File: config.mk
export PLATFORM = sky130hd
export DESIGN_NAME = buffered_serial_fifo_pair_core
export DESIGN_NICKNAME = d
export VERILOG_FILES = /design/src/sv/bsfp_pkg.sv /design/src/sv/buffered_serial_fifo_pair_core.sv /design/src/sv/bsfp_ram.sv /design/src/sv/bsfp_fifo_ptr.sv
export VERILOG_INCLUDE_DIRS = /design/src /design/src/sv
export SDC_FILE = /design/constraint.sdc
export NUM_CORES = 2
export LEC_CHECK = 0
export BUFFER_PORTS_ARGS = -buffer_cell sky130_fd_sc_hd__buf_2
export CAP_MARGIN = 5
export CORE_MARGIN = 2
export CORE_UTILIZATION = 50
export DETAILED_ROUTE_END_ITERATION = 6
export PLACE_DENSITY = 0.68
export SLEW_MARGIN = 10
export SYNTH_ARGS = -nofsm -noshare
export SYNTH_HDL_FRONTEND = slang
export SYNTH_SLANG_ARGS = --single-unit
File: constraint.sdc
create_clock -name i_clk -period 8 [get_ports i_clk]
set_clock_uncertainty 0.2 [all_clocks]
set_input_delay 0.8 -clock i_clk [delete_from_list [all_inputs] [get_ports i_clk]]
set_output_delay 0.8 -clock i_clk [all_outputs]
set_load 0.1 [all_outputs]
File: src/sv/assert_macros.svh
// Assertion helpers for the RTL file that carries concurrent checks.
// Each macro expands to one labeled concurrent assertion on the rising clock
// edge, disabled while the synchronous reset is low.
`ifndef ASSERT_MACROS_SVH
`define ASSERT_MACROS_SVH

// Property that must hold at every clock edge outside reset.
`define BSFP_ASSERT(label, clk, rst_n, prop, msg) \
    label: assert property (@(posedge clk) disable iff (!rst_n) (prop)) \
        else $error(msg);

// Implication whose consequent must hold in the cycle after the antecedent.
`define BSFP_ASSERT_NEXT(label, clk, rst_n, ante, cons, msg) \
    label: assert property (@(posedge clk) disable iff (!rst_n) (ante) |=> (cons)) \
        else $error(msg);

`endif

File: src/sv/bsfp_pkg.sv
// ----------------------------------------------------------------------------
// bsfp_pkg
// Types and event codes shared by the buffered serial FIFO pair.
// ----------------------------------------------------------------------------
`timescale 1ns / 1ps
`default_nettype none

package bsfp_pkg;

    // Event codes carried in the action field.
    localparam logic [2:0] ACT_HOST_WR  = 3'd0;
    localparam logic [2:0] ACT_HOST_RD  = 3'd1;
    localparam logic [2:0] ACT_TX_READY = 3'd2;
    localparam logic [2:0] ACT_LINE_RX  = 3'd3;
    localparam logic [2:0] ACT_STATUS   = 3'd4;

    typedef struct packed {
        logic [2:0] action;
        logic [7:0] byte_in;
    } t_bsfp_in;

    typedef struct packed {
        logic       ok;
        logic [7:0] byte_out;
        logic       send_valid;
        logic       tx_request;
        logic [7:0] tx_used;
        logic [7:0] tx_free;
        logic [7:0] rx_used;
        logic [7:0] rx_free;
    } t_bsfp_out;

    // Qualified pointer moves for one FIFO.
    typedef struct packed {
        logic push;
        logic pop;
    } t_bsfp_req;

    // Occupancy flags of one FIFO.
    typedef struct packed {
        logic empty;
        logic full;
    } t_bsfp_stat;

endpackage

`default_nettype wire

File: src/sv/buffered_serial_fifo_pair_core.sv
// ----------------------------------------------------------------------------
// buffered_serial_fifo_pair_core
// Transmit and receive byte FIFOs between a host and a serial line.
// ----------------------------------------------------------------------------
// Each event (host write, host read, transmitter ready, line byte received,
// status) produces one result. The block takes one event per clock cycle
// while the result register is not stalled; a result passes through the
// first stage with the registered read of the FIFO RAM, then the result
// register. Pointers move at the transfer of the event, so back-to-back
// events always see the FIFO state left by the one before. Each FIFO holds
// at most DEPTH-1 bytes. The RAM contents are not cleared after reset; a
// pop only ever reads a slot that a push has written.
`timescale 1ns / 1ps
`default_nettype none
`include "assert_macros.svh"

module buffered_serial_fifo_pair_core
    import bsfp_pkg::*;
#(
    parameter int DEPTH = 256
) (
    input  wire logic      i_clk,
    input  wire logic      i_rst_n,
    input  wire logic      i_in_valid,
    output logic           o_in_ready,
    input  wire t_bsfp_in  i_in_data,
    output logic           o_out_valid,
    input  wire logic      i_out_ready,
    output t_bsfp_out      o_out_data
);

    localparam int PW = $clog2(DEPTH);

    logic          accept;
    logic          s1_adv;
    t_bsfp_req     tx_req, rx_req;
    t_bsfp_stat    tx_stat, rx_stat;
    logic [PW-1:0] tx_head, tx_tail, rx_head, rx_tail;
    logic [7:0]    tx_used, tx_free, rx_used, rx_free;
    logic [7:0]    tx_rdata, rx_rdata;

    logic          n_ok, n_send, n_sel_rx, n_sel_tx;
    logic          r_tx_pending, n_tx_pending;

    logic          r_s1_valid;
    logic          r_s1_ok, r_s1_send, r_s1_sel_rx, r_s1_sel_tx;

    logic          r_out_valid;
    t_bsfp_out     r_out;

    assign s1_adv     = !r_out_valid || i_out_ready;
    assign o_in_ready = s1_adv || !r_s1_valid;
    assign accept     = i_in_valid && o_in_ready;

    // Event decode against the current pointer state.
    always_comb begin
        tx_req       = '0;
        rx_req       = '0;
        n_ok         = 1'b1;
        n_send       = 1'b0;
        n_sel_rx     = 1'b0;
        n_sel_tx     = 1'b0;
        n_tx_pending = r_tx_pending;
        unique case (i_in_data.action)
            ACT_HOST_WR: begin
                tx_req.push  = accept && !tx_stat.full;
                n_ok         = !tx_stat.full;
                n_tx_pending = 1'b1;
            end
            ACT_HOST_RD: begin
                rx_req.pop = accept && !rx_stat.empty;
                n_ok       = !rx_stat.empty;
                n_sel_rx   = !rx_stat.empty;
            end
            ACT_TX_READY: begin
                tx_req.pop = accept && !tx_stat.empty;
                n_ok       = !tx_stat.empty;
                n_send     = !tx_stat.empty;
                n_sel_tx   = !tx_stat.empty;
                if (tx_stat.empty) begin
                    n_tx_pending = 1'b0;
                end
            end
            ACT_LINE_RX: begin
                rx_req.push = accept && !rx_stat.full;
                n_ok        = !rx_stat.full;
            end
            default: begin
                // Status and unused codes leave the state alone.
                n_ok = 1'b1;
            end
        endcase
    end

    bsfp_fifo_ptr #(.DEPTH(DEPTH)) u_tx_ptr (
        .i_clk   (i_clk),
        .i_rst_n (i_rst_n),
        .i_req   (tx_req),
        .o_stat  (tx_stat),
        .o_head  (tx_head),
        .o_tail  (tx_tail),
        .o_used  (tx_used),
        .o_free  (tx_free)
    );

    bsfp_fifo_ptr #(.DEPTH(DEPTH)) u_rx_ptr (
        .i_clk   (i_clk),
        .i_rst_n (i_rst_n),
        .i_req   (rx_req),
        .o_stat  (rx_stat),
        .o_head  (rx_head),
        .o_tail  (rx_tail),
        .o_used  (rx_used),
        .o_free  (rx_free)
    );

    // A pop never reads the slot being written: it only happens when
    // head and tail differ, and the write goes to the tail.
    bsfp_ram #(.WIDTH(8), .DEPTH(DEPTH)) u_tx_ram (
        .i_clk     (i_clk),
        .i_wr_en   (tx_req.push),
        .i_wr_addr (tx_tail),
        .i_wr_data (i_in_data.byte_in),
        .i_rd_en   (tx_req.pop),
        .i_rd_addr (tx_head),
        .o_rd_data (tx_rdata)
    );

    bsfp_ram #(.WIDTH(8), .DEPTH(DEPTH)) u_rx_ram (
        .i_clk     (i_clk),
        .i_wr_en   (rx_req.push),
        .i_wr_addr (rx_tail),
        .i_wr_data (i_in_data.byte_in),
        .i_rd_en   (rx_req.pop),
        .i_rd_addr (rx_head),
        .o_rd_data (rx_rdata)
    );

    always_ff @(posedge i_clk) begin
        if (!i_rst_n) begin
            r_tx_pending <= 1'b0;
            r_s1_valid   <= 1'b0;
        end else begin
            if (accept) begin
                r_tx_pending <= n_tx_pending;
            end
            if (o_in_ready) begin
                r_s1_valid <= accept;
            end
        end
    end

    always_ff @(posedge i_clk) begin
        if (accept) begin
            r_s1_ok     <= n_ok;
            r_s1_send   <= n_send;
            r_s1_sel_rx <= n_sel_rx;
            r_s1_sel_tx <= n_sel_tx;
        end
    end

    // While an event sits in the first stage, the pointer and request
    // registers already hold the state it left behind, and the RAM read
    // data holds until the next accepted pop.
    always_ff @(posedge i_clk) begin
        if (!i_rst_n) begin
            r_out_valid <= 1'b0;
        end else if (s1_adv) begin
            r_out_valid <= r_s1_valid;
        end
    end

    always_ff @(posedge i_clk) begin
        if (s1_adv && r_s1_valid) begin
            r_out.ok         <= r_s1_ok;
            r_out.byte_out   <= r_s1_sel_rx ? rx_rdata :
                                (r_s1_sel_tx ? tx_rdata : 8'd0);
            r_out.send_valid <= r_s1_send;
            r_out.tx_request <= r_tx_pending;
            r_out.tx_used    <= tx_used;
            r_out.tx_free    <= tx_free;
            r_out.rx_used    <= rx_used;
            r_out.rx_free    <= rx_free;
        end
    end

    assign o_out_valid = r_out_valid;
    assign o_out_data  = r_out;

    `BSFP_ASSERT_NEXT(a_s1_holds, i_clk, i_rst_n,
        r_s1_valid && r_out_valid && !i_out_ready, r_s1_valid,
        "first stage lost an event while the result register was stalled")
    `BSFP_ASSERT(a_send_ok, i_clk, i_rst_n,
        !o_out_valid || !o_out_data.send_valid || o_out_data.ok,
        "send_valid without a successful pop")
    `BSFP_ASSERT_NEXT(a_wr_raises_req, i_clk, i_rst_n,
        accept && (i_in_data.action == ACT_HOST_WR), r_tx_pending,
        "host write did not raise the transmit request")
    `BSFP_ASSERT(a_flags_excl, i_clk, i_rst_n,
        !(tx_stat.empty && tx_stat.full) && !(rx_stat.empty && rx_stat.full),
        "FIFO flagged both empty and full")

endmodule

`default_nettype wire

File: src/sv/bsfp_ram.sv
// ----------------------------------------------------------------------------
// bsfp_ram
// Generic simple dual-port RAM: one write port, one read port, registered read.
// ----------------------------------------------------------------------------
`timescale 1ns / 1ps
`default_nettype none

module bsfp_ram #(
    parameter int WIDTH = 8,
    parameter int DEPTH = 256
) (
    input  wire logic                     i_clk,
    input  wire logic                     i_wr_en,
    input  wire logic [$clog2(DEPTH)-1:0] i_wr_addr,
    input  wire logic [WIDTH-1:0]         i_wr_data,
    input  wire logic                     i_rd_en,
    input  wire logic [$clog2(DEPTH)-1:0] i_rd_addr,
    output logic      [WIDTH-1:0]         o_rd_data
);

    logic [WIDTH-1:0] r_mem [DEPTH];
    logic [WIDTH-1:0] r_rd_data;

    always_ff @(posedge i_clk) begin
        if (i_wr_en) begin
            r_mem[i_wr_addr] <= i_wr_data;
        end
        if (i_rd_en) begin
            r_rd_data <= r_mem[i_rd_addr];
        end
    end

    assign o_rd_data = r_rd_data;

endmodule

`default_nettype wire

File: src/sv/bsfp_fifo_ptr.sv
// ----------------------------------------------------------------------------
// bsfp_fifo_ptr
// Head and tail pointers of one ring FIFO that keeps one slot empty, with
// full/empty flags and the used and free counts.
// ----------------------------------------------------------------------------
`timescale 1ns / 1ps
`default_nettype none

module bsfp_fifo_ptr
    import bsfp_pkg::*;
#(
    parameter int DEPTH = 256
) (
    input  wire logic                     i_clk,
    input  wire logic                     i_rst_n,
    input  wire t_bsfp_req                i_req,
    output t_bsfp_stat                    o_stat,
    output logic      [$clog2(DEPTH)-1:0] o_head,
    output logic      [$clog2(DEPTH)-1:0] o_tail,
    output logic      [7:0]               o_used,
    output logic      [7:0]               o_free
);

    localparam int PW = $clog2(DEPTH);
    localparam logic [PW-1:0] LAST    = PW'(DEPTH - 1);
    localparam logic [PW:0]   DEPTH_W = (PW + 1)'(DEPTH);

    logic [PW-1:0] r_head, n_head;
    logic [PW-1:0] r_tail, n_tail;
    logic [PW-1:0] head_inc, tail_inc;
    logic [PW:0]   diff;
    logic [PW:0]   used_w;
    logic [PW-1:0] used, free;
    logic [PW+7:0] used_ext, free_ext;

    assign head_inc = (r_head == LAST) ? '0 : PW'(r_head + 1'b1);
    assign tail_inc = (r_tail == LAST) ? '0 : PW'(r_tail + 1'b1);

    assign o_stat.empty = (r_head == r_tail);
    assign o_stat.full  = (tail_inc == r_head);

    always_comb begin
        n_head = r_head;
        n_tail = r_tail;
        if (i_req.pop) begin
            n_head = head_inc;
        end
        if (i_req.push) begin
            n_tail = tail_inc;
        end
    end

    always_ff @(posedge i_clk) begin
        if (!i_rst_n) begin
            r_head <= '0;
            r_tail <= '0;
        end else begin
            r_head <= n_head;
            r_tail <= n_tail;
        end
    end

    // A negative difference means the tail has wrapped past the end.
    assign diff   = {1'b0, r_tail} - {1'b0, r_head};
    assign used_w = diff[PW] ? (diff + DEPTH_W) : diff;
    assign used   = used_w[PW-1:0];
    assign free   = LAST - used;

    assign used_ext = {8'd0, used};
    assign free_ext = {8'd0, free};
    assign o_used   = used_ext[7:0];
    assign o_free   = free_ext[7:0];

    assign o_head = r_head;
    assign o_tail = r_tail;

endmodule

`default_nettype wire

Word level (Yosys, flattened, before mapping). Memory sizes are Yosys's and may differ from the RTL's. A register that Yosys moved wholly into a read port is not among the register bits. Index checks and enable logic that the tools add are counted.

Register bits after elaboration: 81. Bits in latches: 0. Memory bits (writable): 4096. ROM bits: 0. Output and inout port bits: 45. Word-level logic and storage cells: 78. Memories kept: 2.

$add $sub $neg: 10. Multipliers: 0. Div/mod/pow operators: 0. Order comparisons: 0. Equal/unequal tests: 12. Shifts and indexed selects: 0. Muxes and demuxes: 19. Bitwise logic cells: 0. Reduce and logical (&&, ||, !) cells: 17.

Memory list: u_rx_ram.r_mem (depth 256, bits a word 8, read ports 1, clocked after Yosys merged registers in 1, write ports 1, line bsfp_ram.sv:21) `logic [WIDTH-1:0] r_mem [DEPTH];`; u_tx_ram.r_mem (depth 256, bits a word 8, read ports 1, clocked after Yosys merged registers in 1, write ports 1, line bsfp_ram.sv:21).

Operators with widths (count): $mux 8 (8); $add 8x1->8 const B (6); $eq 8x8->1 (4); $eq 8x8->1 const B (4); $sub 8x8->9 (2); $sub 8x8->8 const A (2); $mux 1 (9); $eq 3x2->1 const B (2); $logic_and 1x1->1 (6); $logic_not 1->1 (6); $pmux 1 s4 (1); $eq 3x1->1 const B (1); $logic_not 3->1 (1); $reduce_and 3->1 (1); $logic_or 1x1->1 (2); $ne 2x2->1 const B (1); $pmux 1 s2 (1); $reduce_bool 2->1 (1).

Depth between registers and ports, before layout.
Depth in word-level cells: 8. Mapped depth: 14. Gate-level depth less buffers: 10.

By module. Synthesis repeated with hierarchy kept, for this count alone.

Cell total of the unflattened synthesis: 7872. Area total of the unflattened synthesis: 163579.4 um^2.

Modules (own cells, without submodules): bsfp_ram (instances 2, cells each 3733, area an instance 79636.4 um^2, seq. area each 61739.2 um^2); buffered_serial_fifo_pair_core (instances 1, cells each 85, area an instance 1710.4 um^2, seq. area each 1441.4 um^2); bsfp_fifo_ptr at u_tx_ptr (instances 1, cells each 160, area an instance 1303.8 um^2, seq. area each 320.3 um^2); bsfp_fifo_ptr at u_rx_ptr (instances 1, cells each 161, area an instance 1292.5 um^2, seq. area each 320.3 um^2).

Worst setup path after synthesis. No wires, ideal clock.

Kind: reg-to-reg. Start point: register u_tx_ptr.r_head[1], in the netlist u_tx_ptr.o_head[1]. End point: register u_tx_ptr.r_head[0], in the netlist u_tx_ptr.o_head[0]. Setup time: 136 ps. Data arrival time: 4069 ps. Setup slack: 3595 ps. Cell stages (with the launch flop): 14. Buffers on the path: 5. Period minus slack after synthesis: 4405 ps. Cell sequence: dfxtp_1 > buf_2 > buf_2 > buf_2 > buf_2 > buf_1 > inv_1 > ha_1 > nand4_1 > nor3_1 > nor3b_1 > nand3_1 > o31ai_1 > nor2_1.

Longest elaborated chain between the ends: 4.

Ends and longest elaborated chain: from (decl) (line bsfp_fifo_ptr.sv:28) `logic [PW-1:0] r_head, n_head;`; from (signal assigned) (line bsfp_fifo_ptr.sv:58) `r_head <= n_head;`; $eq 8x8->1 (line bsfp_fifo_ptr.sv:39) `assign o_stat.empty = (r_head == r_tail);`; $logic_not 1->1 (line buffered_serial_fifo_pair_core.sv:76) `tx_req.pop = accept && !tx_stat.empty;`; $logic_and 1x1->1 (line buffered_serial_fifo_pair_core.sv:76); $mux 1 (line buffered_serial_fifo_pair_core.sv:64) `unique case (i_in_data.action)`; named net u_tx_ram.i_rd_en (line bsfp_ram.sv:16) `input wire logic i_rd_en,`.

The timed path passes the listed nets, and every way through them passes these cells. A chain may end at the register's enable or synchronous reset.

Worst setup path after layout.
Start point: register u_rx_ptr.r_tail[4], in the netlist u_rx_ptr.o_tail[4]. End point: memory u_rx_ram.r_mem[28][0], enable pin.

Longest elaborated chain between the ends: 8.

Ends and longest elaborated chain: from (decl) (line bsfp_fifo_ptr.sv:29) `logic [PW-1:0] r_tail, n_tail;`; from (signal assigned) (line bsfp_fifo_ptr.sv:59) `r_tail <= n_tail;`; $add 8x1->8 / $eq 8x8->1 (equally long branches) (line bsfp_fifo_ptr.sv:37) `assign tail_inc = (r_tail == LAST) ? '0 : PW'(r_tail + 1'b1);`; $mux 8 (line bsfp_fifo_ptr.sv:37); $eq 8x8->1 (line bsfp_fifo_ptr.sv:40) `assign o_stat.full = (tail_inc == r_head);`; $logic_not 1->1 (line buffered_serial_fifo_pair_core.sv:85) `rx_req.push = accept && !rx_stat.full;`; $logic_and 1x1->1 (line buffered_serial_fifo_pair_core.sv:85); $mux 1 (line buffered_serial_fifo_pair_core.sv:64); $mux 1 (line bsfp_ram.sv:25) `if (i_wr_en) begin`; $mux 1 (not written as such) (line bsfp_ram.sv:26) `r_mem[i_wr_addr] <= i_wr_data;`; to (decl) (line bsfp_ram.sv:21).

Several ways; a longest one is shown, not always the timed one.

==> flow_summary.ini <==
[timing]
max_freq_mhz = 164
setup_ws_ps = 1890
min_period_ps = 6110
max_slew_margin = 0.0482
hold_viol = 0
fin_crit_sh = 0.764
final.setup.tns_ps = 0
tightest_slew_ps = 1410
drv_slew = 0
rsz0062_at_grt = no
setup_viol_count_final = 0
finalHoldWorstSlack_ps = 84.7

[routing]
dr.pass1.iters = 7
viasPerCell = 6.57
drc = 4
drt_iter0_markers = 12817
antenna_left = 0
wl_microns = 428000
vias = 82630
routedWlPerCell_microns = 34.0

[clock_tree]
cts_tree = built
clock_latency_ps = 910
cts.reportedPaths.clkPinSlew_ps = 60
holdBufCountCts = 2
cts_root_buffer = clkbuf_16
cts_resized = 0
htree_levels = 5
clock-sinks = 4193
cts_buffers = 389
clockBufferDepth = 4
post-cts-setup-buffers = 0

[job]
maxCapViolCount = 0

[synth]
synth_top_family_by_area = multiplexers
synth_fa_ha_area_frac = 0.00208
synth_area_leader_cell = edfxtp_1
synth_top_cell_area_share = 0.763
avgSynthCellArea_sq_um = 21.2
synth_nets = 7769
syn-cell-area_sq_um = 164000
synth_common_cells = edfxtp_1, mux4_2, nor2_1
synthFlopType = edfxtp_1
synth_cell_type_count = 80
synth-edff-count = 4158
synthCells = 7728
muxShareOfSynthArea = 0.161
post-synth-top-count-cell = edfxtp_1
ys_async_sr_fraction = 0
synth.yosys.seq_area_share = 0.768
synth-compound-area-share = 0.0249
synth_xor_area_frac = 0.00265
ys_seq_elements = 4193
synthTopCellsByArea = edfxtp_1, mux4_2, mux2i_1
yosys.area_share.simple = 0.0271
ys_warn_count = 0

[placement]
place_congestion = 0.929
hpwl_microns = 252000
place_worst_setup_slack_ps = 2100
numPortBuffers = 59
dpl_cell_area_sq_um = 169000

[floorplan]
dieArea_sq_um = 332000
die_w_microns = 576
fp.coreArea_sq_um = 326000
fp-row-count = 210
die_h_microns = 576
initial_utilization = 0.501
ios = 60

[worst_setup_path]
path_cells = nand4b_1 -> or2_2 -> a21oi_1 -> nor3_1 -> a41oi_2 -> nand4_1 -> buf_4 -> nor2_1
crit_fanout = 21
cp_slowest_stage_delay_ps = 1190
reg2reg_depth = 8
r2r_slack_ps = 1890
crit_path_start_kind = register
r2r-end = u_rx_ram.r_mem[28][0]
crit_type = reg2reg
slowest_stage = nand4_1
cp.arrival_ps = 6440
cp.required_ps = 8330
crit-reg2reg-launch = u_rx_ptr.o_tail[4]
cp-end-kind = register

[worst_hold_path]
holdPathEnd = r_s1_valid
min_from = i_out_ready
hold_depth = 3
hold_path.class = in2reg

[layout]
synthToLayoutAreaGrowth_pct = 11.2
drive_gt1_frac = 0.231
nNetsFinal = 7932
fin_area_sq_um = 182000
final.fill_count = 23675

[status]
status = finished with violations
violations = DRC

[global_routing]
grt_pass1_vias = 80708
overflow = 0
antenna_found_initial = 23
track_usage = 0.256
grt_pass1_wl_microns = 608000
grt_start_max_net_pins = 176

[power_and_ir_drop]
total_power_mw = 43.5
cellPowerDensity_nw_per_um2 = 239
ir_drop_uv = 204
leakage_nw = 54.2
## how the worst max path moves through the flow
stage | slack, ps | endpoint | depth (start not counted) | startpoint
finish | 1890 | u_rx_ram.r_mem[28][0] | 8 | u_rx_ptr.o_tail[4]
global route | 1690 | u_rx_ram.r_mem[28][2] | 8 | u_rx_ptr.o_tail[4]
CTS | 2080 | u_rx_ram.r_mem[28][0] | 8 | u_rx_ptr.o_tail[4]
detailed placement | 2100 | u_rx_ram.r_mem[28][6] | 8 | u_rx_ptr.o_tail[4]
global placement | 2160 | u_rx_ram.r_mem[92][2] | 8 | u_rx_ptr.o_tail[4]
floorplan | 3590 | u_tx_ptr.o_head[0] | 13 | u_tx_ptr.o_head[1]
## worst max-delay path, delay by kind of cell, from the launching register on
family                 cells  cell delay [ps]
AND/OR/NAND/NOR            5             3210
buffers and inverters      1              670
flip-flops                 1              640
AO/OA/AOI/OAI              2             1000
## where the power goes
part | internal (mW) | switching, mW | leakage (nW)
logic | 0.0792 | 0.506 | 10.3
clock network | 10.7 | 8.08 | 6.22
registers | 24.1 | 0.00811 | 37.6
total | 34.9 | 8.60 | 54.2
## stage by stage
step                instances  utilization
floorplan                7728            -
global placement        11844        0.518
detailed placement      11844        0.518
CTS                     12560        0.557
global route            12566        0.557
finish                  12579        0.557
## routing by layer
| layer | part of all wire | vias to the layer above | GRT usage |
|---|---|---|---|
| met4 | 0.031 | 8 | 0.0749 |
| met5 | 0.00015 | - | 0 |
| met2 | 0.46 | 5623 | 0.381 |
| li1 | - | 32569 | - |
| met1 | 0.39 | 43624 | 0.374 |
| met3 | 0.12 | 806 | 0.0676 |
## kinds of logic (layout without fill, tap and decap cells)
| kind of cell | after synthesis | in the layout |
|---|---|---|
| compound gates | 599 | 599 |
| other cells | 0 | 19 |
| xor+xnor | 48 | 48 |
| simple gates | 1024 | 1024 |
| mux | 1340 | 1340 |
| fa+ha+maj | 26 | 26 |
| buf+inv | 498 | 984 |
| flops | 4193 | 4193 |
## layout make-up
| cell class | count | area, sq um | area share |
|---|---|---|---|
| flip-flops and latches | 4193 | 126000 | 0.691 |
| multi-input cells | 3037 | 35800 | 0.197 |
| clock buffers | 472 | 10200 | 0.0563 |
| well taps | 4346 | 5440 | 0.0299 |
| clock inverters | 242 | 2560 | 0.0141 |
| repair buffers | 226 | 2020 | 0.0111 |
| inverters | 44 | 180 | 0.000991 |
| diodes | 19 | 47.5 | 0.000261 |
## flip-flops by register name (all words and copies together), names as in the netlist
register            cells
u_tx_ptr.o_tail         8
o_out_data             43
u_tx_ram.o_rd_data      8
r_s1_valid              1
u_rx_ram.o_rd_data      8
r_s1_ok                 1
o_out_valid             1
u_rx_ram.r_mem       2048
u_rx_ptr.o_tail         8
r_s1_sel_tx             1
u_rx_ptr.o_head         8
u_tx_ram.r_mem       2048
u_tx_ptr.o_head         8
r_tx_pending            1
r_s1_sel_rx             1
## cells in the final DEF (no fill, tap or decap), types with 51 or more instances in the layout
cell       instances
a221oi_1          86
mux4_2          1035
mux2i_1          301
clkbuf_1          71
buf_2             51
buf_4            134
a21oi_1          144
clkinv_1          70
nor2_1           603
nand2_1          204
edfxtp_1        4158
o21ai_0          101
clkinv_2          73
clkbuf_16        396
No activity file was read; power rests on OpenSTA's default activity.
